File: src/rtl/rau_pkg.sv
// Package with item types, command codes and shared constants of the rational unit.
package rau_pkg;

	localparam int WIDTH = 32;
	localparam int MW = 64;

	typedef enum logic [2:0] {
		CMD_ADD = 3'd0,
		CMD_SUB = 3'd1,
		CMD_MUL = 3'd2,
		CMD_DIV = 3'd3,
		CMD_NEG = 3'd4,
		CMD_RCP = 3'd5,
		CMD_EQ  = 3'd6,
		CMD_NOP = 3'd7
	} cmd_t;

	typedef struct packed {
		logic [2:0]         cmd;
		logic signed [31:0] a_num;
		logic [30:0]        a_den;
		logic signed [31:0] b_num;
		logic [30:0]        b_den;
	} in_item_t;

	typedef struct packed {
		logic signed [31:0] res_num;
		logic [30:0]        res_den;
		logic               is_equal;
		logic               div_zero;
		logic               overflow;
	} out_item_t;

	// Classified item handed from the front part to the back part.
	typedef struct packed {
		logic [2:0]  cmd;
		logic        early;
		out_item_t   early_res;
		logic        a_neg;
		logic [31:0] a_mag;
		logic [30:0] a_den;
		logic        b_neg;
		logic [31:0] b_mag;
		logic [30:0] b_den;
	} job_t;

endpackage

File: src/rtl/rau_front.sv
// Front part: takes items, splits signs from magnitudes and settles trivial cases.
module rau_front
	import rau_pkg::*;
(
	input  logic     clk,
	input  logic     arst_n,
	input  logic     in_valid,
	output logic     in_ready,
	input  in_item_t in_item,
	output logic     q_valid,
	input  logic     q_ready,
	output job_t     q_job
);

	logic full_q;
	job_t job_q;
	job_t job_d;
	logic dz;

	assign in_ready = !full_q || q_ready;
	assign q_valid  = full_q;
	assign q_job    = job_q;

	always_comb begin
		job_d = '0;
		job_d.cmd   = in_item.cmd;
		job_d.a_neg = in_item.a_num[31];
		job_d.a_mag = in_item.a_num[31] ? 32'(-in_item.a_num) : in_item.a_num;
		job_d.a_den = in_item.a_den;
		job_d.b_neg = in_item.b_num[31];
		job_d.b_mag = in_item.b_num[31] ? 32'(-in_item.b_num) : in_item.b_num;
		job_d.b_den = in_item.b_den;
		dz = (in_item.a_den == '0)
			|| ((in_item.cmd <= CMD_DIV || in_item.cmd == CMD_EQ) && in_item.b_den == '0)
			|| (in_item.cmd == CMD_DIV && in_item.b_num == '0)
			|| (in_item.cmd == CMD_RCP && in_item.a_num == '0);
		if (in_item.cmd == CMD_NOP) begin
			job_d.early = 1'b1;
		end else if (dz) begin
			job_d.early = 1'b1;
			job_d.early_res.div_zero = 1'b1;
		end
	end

	always_ff @(posedge clk or negedge arst_n) begin
		if (!arst_n) begin
			full_q <= 1'b0;
		end else if (in_ready) begin
			full_q <= in_valid;
		end
	end

	always_ff @(posedge clk) begin
		if (in_ready && in_valid) begin
			job_q <= job_d;
		end
	end

endmodule

File: config.mk
export PLATFORM = sky130hd
export DESIGN_NAME = rau_front
export DESIGN_NICKNAME = d
export VERILOG_FILES = /design/src/rtl/rau_pkg.sv /design/src/rtl/rau_front.sv
export SDC_FILE = /design/constraint.sdc
export NUM_CORES = 1
export LEC_CHECK = 0
export ABC_AREA = 1
export BUFFER_PORTS_ARGS = -buffer_cell sky130_fd_sc_hd__buf_4
export CAP_MARGIN = 20
export CORE_MARGIN = 2
export CORE_UTILIZATION = 40
export CTS_BUF_LIST = sky130_fd_sc_hd__clkbuf_2
export CTS_CLUSTER_DIAMETER = 200
export DETAILED_ROUTE_END_ITERATION = 10
export PLACE_DENSITY = 0.73
export SYNTH_ARGS = -nofsm -noshare
export SYNTH_HDL_FRONTEND = slang
export SYNTH_SLANG_ARGS = --single-unit
File: constraint.sdc
create_clock -name clk -period 12 [get_ports clk]
set_input_delay 2.4 -clock clk [delete_from_list [all_inputs] [get_ports clk]]
set_output_delay 2.4 -clock clk [all_outputs]
set_load 0.05 [all_outputs]
# Yosys cells after proc, flatten, opt, wreduce, memory -nomap -nowiden
# Cells that the tools add are included.
[totals]
ff_bits = 134
inputBits = 133
out_inout_bits = 200
wordCells = 36
[op_classes]
n_addsub = 2
magnitude_cmp = 1
eq_ne = 4
n_mux = 3
n_reduce_logical = 14
[ops]
columns = ["operator", "count"]
rows = [
  ["$logic_not A32 Y1", 2],
  ["$neg A32 Y32", 2],
  ["$logic_not A31 Y1", 2],
  ["$mux W31", 2],
  ["$eq A3 B3 Y1 const B", 3],
  ["$logic_or A1 B1 Y1", 5],
  ["$logic_and A1 B1 Y1", 4],
  ["$eq A3 B2 Y1 const B", 1],
  ["$le A3 B2 Y1 const B", 1],
  ["$logic_not A1 Y1", 1],
  ["$mux W1", 1],
]

# Logic depth before layout (Yosys ltp)
# Gate-level depths: netlist of run 1.
[logic_depth]
ltp_word = 7
depth_mapped = 10
mapped_depth_nobuf = 10

# Least setup slack after synthesis of run 1
# No wires, ideal clock.
[synth_path]
kind = "input port to flip-flop"
startpoint = "input port in_valid"
endpoint = "register job_q, in the netlist q_job[0], enable pin"
t_arrival_ns = 8.844
t_required_ns = 11.332
slack_ns = 2.488
path_stages = 2
path_cell_list = "inv_1 a21oi_1"
[synth_between]
elab_chain_cells = 1
[synth_lines]
columns = ["element", "line_no", "source"]
rows = [
  ["start: declaration", "rau_front.sv:7", "input logic in_valid,"],
  ["$logic_and A1 B1 Y1", "rau_front.sv:54", "if (in_ready && in_valid) begin"],
  ["end signal: assignment", "rau_front.sv:55", "job_q <= job_d;"],
  ["end: declaration", "rau_front.sv:16", "job_t job_q;"],
]
# No other way between the ends.
# A chain may end at the register's enable or synchronous reset.

# Worst setup path in the final report of run 1
[layout_path]
startpoint = "input port q_ready"
endpoint = "output port in_ready"
[layout_between]
elab_chain_cells = 1
[layout_lines]
columns = ["element", "line_no", "source"]
rows = [
  ["start: declaration", "rau_front.sv:11", "input logic q_ready,"],
  ["$logic_or A1 B1 Y1", "rau_front.sv:20", "assign in_ready = !full_q || q_ready;"],
  ["end: declaration", "rau_front.sv:8", "output logic in_ready,"],
]
# No other way between the ends.

==> flow_summary.toml, run 1 <==
[clock_tree]
path_clk_slew_ns = 0.22
postCtsSetupBuffers = 0
cts_resized = 0
cts.path.max_buffers = 2
cts_root_buf = "clkbuf_2"
cts_tree = "yes"
insertion_delay_ns = 0.70
cts_hold_buf = 0
cts_buffers = 17
cts_sinks = 134
cts_htree_levels = 4

[floorplanning]
core-area_um2 = 16600
die_y_um = 134
io_pins = 333
rows = 47
start_util_pct = 40.8
die_area_um2 = 18000
fp.dieW_um = 134

[job]
cap_violations = 0

[power]
p_comb_share_pct = 26.2
power_frac_seq_pct = 49.1
p_int_uw = 718
power.density_nw_per_um2 = 126
clkPwrFrac_pct = 24.7
p_leak_nw = 4.07
swShare_pct = 37.0
ir_drop_uv = 56.0
switchingPower_uw = 422

[routing]
drt-vias-per-instance = 4.61
totalWireLength_um = 18000
vias = 5405
first_pass_iters = 5
initialDrtViolationCount = 324
wire_per_inst_um = 15.3
route.detailed.drc = 0
ant_nets = 0

[hold_path]
min_path_cells = 2
holdPathEnd = "q_valid"
hold_path.class = "flip-flop to flip-flop"
worstHoldStart = "q_valid"

[worst_setup_path]
r2r_slack_ns = 9.50
reg2reg_from = "q_valid"
crit_path_end_kind = "primary output"
crit_fanout = 2
cpMostUsedCell = "buf_4"
critPathMaxStageDelay_ns = 0.20
crit_buf_inv = 3
cp_cell_sequence = "buf_4 > inv_1 > nand2_1 > buf_4"
cp_top_family = "buffers and inverters"
cpMaxStageDelayCell = "buf_4"
criticalPathCategory = "primary input to primary output"
critical_path_required_ns = 9.60
critPathArrivalTime_ns = 2.88
r2r-end = "q_job[118]"
crit_path_start_kind = "primary input"
reg2reg_depth = 3

[timing]
period_needed_ns = 5.28
rsz0062_at_grt = "false"
min_period_over_period_pct = 44.0
slew_headroom_pct = 41.1
fmax_mhz = 189
setup_viol = 0
finalHoldViolCount = 0
finalMaxSlewViolations = 0
tightestPinTransition_ns = 0.884
setup_tns_ns = 0
fin_skew_ns = 0.0225

[global_routing]
grt_overflow_total = 0
grt_pass1_vias = 5125
track_usage_pct = 19.6
antenna_found_initial = 1
grt_max_degree = 68
grt_pass1_wl_um = 26600

[synth]
syn_area_um2 = 6770
async_reset_ff_share_pct = 0.746
yosys_warnings = 0
syn_area_per_cell_um2 = 10.3
ys_seq_area_share_pct = 59.4
synth-edff-count = 133
ys_ff_latch = 134
yosysMostFrequentCell = "edfxtp_1"
synth_largest_area_cell = "edfxtp_1"
ys.flop_type = "edfxtp_1"
synth_common_cells = "edfxtp_1 (133), nand2_1 (125), nor2_1 (84)"
synth_top_area_share_pct = 59.0
synth_cell_types = 35
synth_area_leaders = "edfxtp_1 (59%), buf_4 (7.2%), nand2_1 (6.9%)"
synthCells = 659

[status]
status = "completed"

[placed_design]
gp_congestion = 0.881
hpwl_um = 14200
placed_cells = 1140
port-buffer-count = 267

[cells_and_area]
drive_gt1_share_pct = 35.2
syn2layout_area_growth_pct = 33.7
final_nets = 1074
final_cells = 1173
routing by layer:
metal  GRT usage [%]  part of all wire (%)  vias to the layer above
li1                -                     -                     2620
met2            36.1                    52                      280
met4            7.84                   2.4                        0
met1            21.6                    38                     2478
met5               0                     0                        -
met3            4.76                   8.3                       27
registers in the layout, summed over array words and instances (netlist names):
register  count
q_valid       1
q_job       133
kinds of logic after synthesis:
kind of cell,synth area share (%)
AO/OA/AOI/OAI,2.50
XOR/XNOR,5.82
adder cells (fa/ha/maj),0.370
buffers and inverters,11.4
flip-flops,59.4
other,0.0554
AND/OR/NAND/NOR,20.4
final cells by class:
class	instances	area (um^2)
Timing Repair Buffer	269	2020
Inverter	68	255
Multi-Input combinational cell	449	2230
Clock buffer	17	85.1
Antenna cell	1	2.50
Clock inverter	15	165
Sequential cell	134	4020
Tap cell	220	275
Fill cell	1492	7530
cell usage in the layout (no fill, tap or decap), drive strengths merged, types with 17 or more instances in the layout:
cell type	instances
nand2	131
nand3	40
inv	76
edfxtp	133
xor2	39
nand4	19
conb	65
clkbuf	17
buf	269
nor2	100
o21ai	20
per-stage QoR:
step	util [%]	setup slack [ns]	power (mW)	hold slack (ns)	cell area, um^2
after floorplan	-	2.49	0.789	1.13	7010
after global placement	53.0	6.73	0.867	0.581	8800
after detailed placement	53.0	6.72	0.870	0.590	8800
after CTS	54.5	6.71	1.15	0.638	9050
after global routing	54.6	6.68	1.19	0.678	9050
final	54.6	6.72	1.14	0.634	9050
worst reg2reg max path: stages, from the launching register on:
cell and delay [ns]:
dfrtp_1 0.48, a21oi_4 0.15, buf_4 0.64, buf_4 0.85
worst max-delay path by stage:
stage / cells past startpoint / slack, ns / start / end
global placement: 4 / 6.73 / q_ready / in_ready
detailed placement: 4 / 6.72 / q_ready / in_ready
global route: 4 / 6.68 / q_ready / in_ready
finish: 4 / 6.72 / q_ready / in_ready
CTS: 4 / 6.71 / q_ready / in_ready
floorplan: 2 / 2.49 / in_valid / q_job[0]
power groups by stage:
stage          Sequential [mW]  Combinational, mW  Clock (mW)
4_1_cts                  0.561              0.300       0.291
6_report                 0.560              0.299       0.281
3_5_place_dp             0.571              0.299           0
2_1_floorplan            0.676              0.114           0
5_1_grt                  0.563              0.314       0.314
3_3_place_gp             0.571              0.297           0
Power figures use the tool's default switching activity.
==> inputs of run 2 (changes only) <==
--- a/config.mk
+++ b/config.mk
@@ -13,7 +13,7 @@
 export CTS_BUF_LIST = sky130_fd_sc_hd__clkbuf_2
 export CTS_CLUSTER_DIAMETER = 200
 export DETAILED_ROUTE_END_ITERATION = 10
-export PLACE_DENSITY = 0.73
+export PLACE_DENSITY = 0.76
 export SYNTH_ARGS = -nofsm -noshare
 export SYNTH_HDL_FRONTEND = slang
 export SYNTH_SLANG_ARGS = --single-unit
==> constraint.sdc (replaced) <==
create_clock -name clk -period 4.4 [get_ports clk]
set_input_delay 0.88 -clock clk [delete_from_list [all_inputs] [get_ports clk]]
set_output_delay 0.88 -clock clk [all_outputs]
set_load 0.05 [all_outputs]
==> run 2 against run 1 <==
Clock skew is 0.0064 ns higher. Combinational power grew to 2.7 times the previous value. Register-to-register slack worse by 6.7 ns. Clock power grew to 2.7 times the previous value. Critical path type is now flip-flop to primary output. Final cell count hardly changed. Setup slack worse by 4.7 ns. Routed wire length is 1.3% higher. Total power grew to 2.7 times the previous value. Global-route usage is 0.088 points lower. Clock-buffer cell count stayed put. Utilization is 0.13 points higher. Largest power group unchanged. Critical endpoint unchanged.
==> flow_summary.toml, run 2 (synthesis gave the netlist of run 1 again) <==
[status]
status = "completed"

[cells_and_area]
syn2layout_area_growth_pct = 34.0
seq_area_um2 = 4020
multi_input_area_um2 = 2230
largest_reg_flops = 133
fillers = 1485
layout_common_cells = "buf_4 (268), edfxtp_1 (133), nand2_1 (125)"
drive_gt1_share_pct = 35.2
final_common_cell = "buf_4"
final_nets = 1075

[clock_tree]
cts.path.max_buffers = 2
cts_tree = "yes"
cts_htree_levels = 4
path_clk_slew_ns = 0.24
cts_buffers = 17
insertion_delay_ns = 0.71
cts_root_buf = "clkbuf_2"
cts_sinks = 134
cts_resized = 0

[worst_setup_path]
cp_cell_sequence = "nand2_1 > buf_4"
cp_top_family = "flip-flops"
crit_buf_inv = 1
cpMaxStageDelayCell = "dfrtp_1"
critPathArrivalTime_ns = 1.45
reg2reg_depth = 2
crit_fanout = 3
criticalPathCategory = "flip-flop to primary output"
crit_path_start_kind = "flip-flop"
critical_path_required_ns = 3.52
critPathMaxStageDelay_ns = 0.47
crit_path_end_kind = "primary output"
cp_num_cells = 2

[timing]
finalMaxSlewViolations = 0
period_needed_ns = 2.33
finalHoldViolCount = 0
setup_tns_ns = 0
setup_slack_ns = 2.07
setup_viol = 0
rsz0062_at_grt = "false"
min_period_over_period_pct = 53.0
fmax_mhz = 428
slew_headroom_pct = 60.5
tightestPinTransition_ns = 0.593
fin_skew_ns = 0.0289

[global_routing]
antenna_found_initial = 1
grt_pass1_vias = 4955
grt_overflow_total = 0
grt_pass1_wl_um = 26600
track_usage_pct = 19.5
grt_max_degree = 108

[routing]
vias = 5517
wire_per_inst_um = 15.5
totalWireLength_um = 18200
route.detailed.drc = 0
drt-vias-per-instance = 4.70
initialDrtViolationCount = 483
first_pass_iters = 5
ant_nets = 0

[floorplanning]
die_area_um2 = 18000
fp.dieW_um = 134
io_pins = 333
core-area_um2 = 16600
die_y_um = 134
start_util_pct = 40.8
rows = 47

[hold_path]
hold_path.class = "primary input to flip-flop"
min_path_cells = 1

[placed_design]
hpwl_um = 14200
port-buffer-count = 267
pre_cts_ws_ns = 1.98
gp_congestion = 0.945

[power]
ir_drop_uv = 183
p_total_mw = 3.12
power.density_nw_per_um2 = 344
p_leak_nw = 4.09

[job]
cap_violations = 0
## run 2: worst paths after layout
check	start	endpoint	slack, ns
worst max-delay path	q_valid	in_ready	2.07
worst min-delay path	in_item[93]	q_job[94]	0.34
worst max register to register	q_valid	q_job[117]	2.85
worst min register to register	q_valid	q_valid	0.61
max in group asynchronous	arst_n	q_valid	3.84
min in group asynchronous	arst_n	q_valid	0.48
## run 2: through the flow
stage | hold WS (ns) | cells | area [um^2] | util, %
4_1_cts | 0.261 | 1173 | 9070 | 54.7
5_1_grt | 0.259 | 1174 | 9070 | 54.7
2_1_floorplan | 0.584 | 723 | 7020 | -
3_5_place_dp | 0.569 | 1140 | 8810 | 53.1
3_3_place_gp | 0.568 | 1140 | 8810 | 53.1
6_report | 0.337 | 1174 | 9070 | 54.7
## run 2: power by group
group | internal (mW) | leakage, nW | switching (mW)
clock | 0.232 | 0.146 | 0.538
combinational | 0.224 | 2.66 | 0.595
sequential | 1.50 | 1.28 | 0.0220
total | 1.96 | 4.09 | 1.16
## run 2: cell type report
class,count,share of cell area [%]
flip-flops and latches,134,44.3
inverters,68,2.81
diodes,1,0.0276
clock inverters,15,1.81
repair buffers,270,22.5
multi-input cells,449,24.6
well taps,220,3.03
clock buffers,17,0.938
## run 2: repair_timing
item	CTS	global route
hold endpoints to repair	1	0
setup buffers	0	0
hold buffers	1	0
## run 2: worst reg2reg max path, stage by stage, from the launching register on
cell and delay [ns]:
dfrtp_1 0.47, a21oi_4 0.19, buf_12 0.43
## run 2: layer usage
layer / vias to the layer above / wire length (um) / track usage [%]
met5: - / 0 / 0
met4: 0 / 412 / 6.84
met3: 28 / 1880 / 5.97
met1: 2530 / 6530 / 21.8
li1: 2632 / - / -
met2: 327 / 9390 / 35.2
==> inputs of run 3 (changes only) <==
--- a/config.mk
+++ b/config.mk
@@ -13,7 +13,7 @@
 export CTS_BUF_LIST = sky130_fd_sc_hd__clkbuf_2
 export CTS_CLUSTER_DIAMETER = 200
 export DETAILED_ROUTE_END_ITERATION = 10
-export PLACE_DENSITY = 0.76
+export PLACE_DENSITY = 0.73
 export SYNTH_ARGS = -nofsm -noshare
 export SYNTH_HDL_FRONTEND = slang
 export SYNTH_SLANG_ARGS = --single-unit
==> constraint.sdc (replaced) <==
create_clock -name clk -period 2.3 [get_ports clk]
set_input_delay 0.46 -clock clk [delete_from_list [all_inputs] [get_ports clk]]
set_output_delay 0.46 -clock clk [all_outputs]
set_load 0.05 [all_outputs]
==> run 3 against run 2 <==
Sequential cell count stayed put. Critical path type unchanged. Largest cell class unchanged. Clock-buffer cell count stayed put. Routed wire length is 16% higher. Die area stayed put. Utilization is 6.8 points higher. Sequential power is 92% higher. Largest power group unchanged.
==> flow_summary.toml, run 3 (synthesis gave the netlist of run 1 again) <==
[status]
status = "completed"

[hold_path]
min_path_cells = 3
hold_path.class = "primary input to flip-flop"
holdPathEnd = "q_job[117]"
worstHoldStart = "in_item[116]"

[worst_setup_path]
cp_top_family = "flip-flops"
critPathMaxStageDelay_ns = 0.49
reg2reg_depth = 2
cp_cell_sequence = "nand2_1 > buf_4"
reg2reg_from = "q_valid"
cpMaxStageDelayCell = "dfrtp_2"
r2r_slack_ns = 0.89
r2r-end = "q_job[121]"
crit_buf_inv = 1
critical_path_required_ns = 1.84
crit_path_end_kind = "primary output"
crit_fanout = 3
critPathArrivalTime_ns = 1.55
crit_path_start_kind = "flip-flop"
criticalPathCategory = "flip-flop to primary output"

[cells_and_area]
final_nets = 1182
postLayoutCoreUtil_pct = 61.5
syn2layout_area_growth_pct = 50.6
final_common_cell = "buf_4"
largest_reg_flops = 133
drive_gt1_share_pct = 32.0
fillers = 1338
layout_common_cells = "buf_4 (270), edfxtp_1 (133), nand2_1 (125)"
fin_area_um2 = 10200

[floorplanning]
rows = 47
io_pins = 333
core-area_um2 = 16600
start_util_pct = 40.8
die_y_um = 134
die_area_um2 = 18000
fp.dieW_um = 134

[routing]
ant_nets = 0
vias = 5984
wire_per_inst_um = 16.5
totalWireLength_um = 21100
initialDrtViolationCount = 426
route.detailed.drc = 0
first_pass_iters = 5
drt-vias-per-instance = 4.67

[global_routing]
antenna_found_initial = 2
grt_pass1_vias = 5701
grt_pass1_wl_um = 31100
grt_max_degree = 69
grt_overflow_total = 0
track_usage_pct = 23.0

[power]
power.density_nw_per_um2 = 630
p_leak_nw = 4.56
ir_drop_uv = 312

[clock_tree]
postCtsSetupBuffers = 0
cts_buffers = 17
cts.path.max_buffers = 2
cts_sinks = 134
cts_htree_levels = 4
path_clk_slew_ns = 0.23
insertion_delay_ns = 0.75
cts_root_buf = "clkbuf_2"
cts_tree = "yes"

[timing]
rsz0062_at_grt = "false"
finalHoldViolCount = 0
setup_viol = 0
finalMaxSlewViolations = 0
min_period_over_period_pct = 87.3
fmax_mhz = 498
fin_skew_ns = 0.0230
period_needed_ns = 2.01

[placed_design]
port-buffer-count = 267
gp_congestion = 0.872
hpwl_um = 14700
dpl_cell_area_um2 = 8840

[job]
cap_violations = 0
run 3: where the power goes:
| group | leakage [nW] | total, mW | internal (mW) | switching [mW] |
|---|---|---|---|---|
| logic | 3.11 | 1.75 | 0.552 | 1.20 |
| registers | 1.28 | 2.93 | 2.88 | 0.0497 |
| clock network | 0.170 | 1.74 | 0.666 | 1.07 |
| total | 4.56 | 6.42 | 4.10 | 2.32 |
run 3: area by class of cell:
type | count | area [um^2] | area share (%)
antenna | 2 | 5.00 | 0.0491
clock buffer | 17 | 85.1 | 0.835
clock inverter | 15 | 206 | 2.03
inverter | 68 | 255 | 2.50
multi-input combinational | 449 | 2230 | 21.9
sequential | 134 | 4020 | 39.4
tap | 220 | 275 | 2.70
timing repair buffer | 377 | 3120 | 30.6
run 3: tightest hold or removal path: stages:
cell,delay (ns)
buf_4,0.12
nand2_1,0.05
nand2_1,0.07
run 3: how the worst max path moves through the flow:
stage	from	to	slack, ns	cells after the start
after floorplan	q_valid	q_job[0]	-0.94	1
after global placement	in_item[94]	q_job[113]	0.35	9
after detailed placement	in_item[94]	q_job[113]	0.33	9
after CTS	q_valid	in_ready	0.25	2
after global routing	q_valid	in_ready	0.20	2
final	q_valid	in_ready	0.29	2
run 3: per-stage QoR:
stage	TNS, ns	worst slack (ns)	total power, mW	hold slack (ns)	std cells
floorplan	-125.06	-0.940	4.10	0.164	723
global route	0	0.196	6.66	0.00296	1282
detailed placement	0	0.335	4.56	0.237	1143
global placement	0	0.354	4.54	0.236	1143
finish	0	0.293	6.42	0.0569	1282
CTS	0	0.254	6.42	0.00144	1279
run 3: what timing repair did:
action                                  in CTS  in global routing
hold buffers                               104                  1
hold endpoints to repair                   102                  1
endpoints found under the setup margin       0                  0
gates resized for setup                      0                  0
run 3: routing by layer:
metal | part of all wire, % | wire, um | vias to the layer above | GRT usage, %
met5 | 0 | 0 | - | 0
met4 | 2.7 | 568 | 0 | 9.65
met3 | 9.3 | 1960 | 35 | 5.25
li1 | - | - | 2838 | -
met1 | 36 | 7610 | 2757 | 25.7
met2 | 52 | 11000 | 354 | 42.1
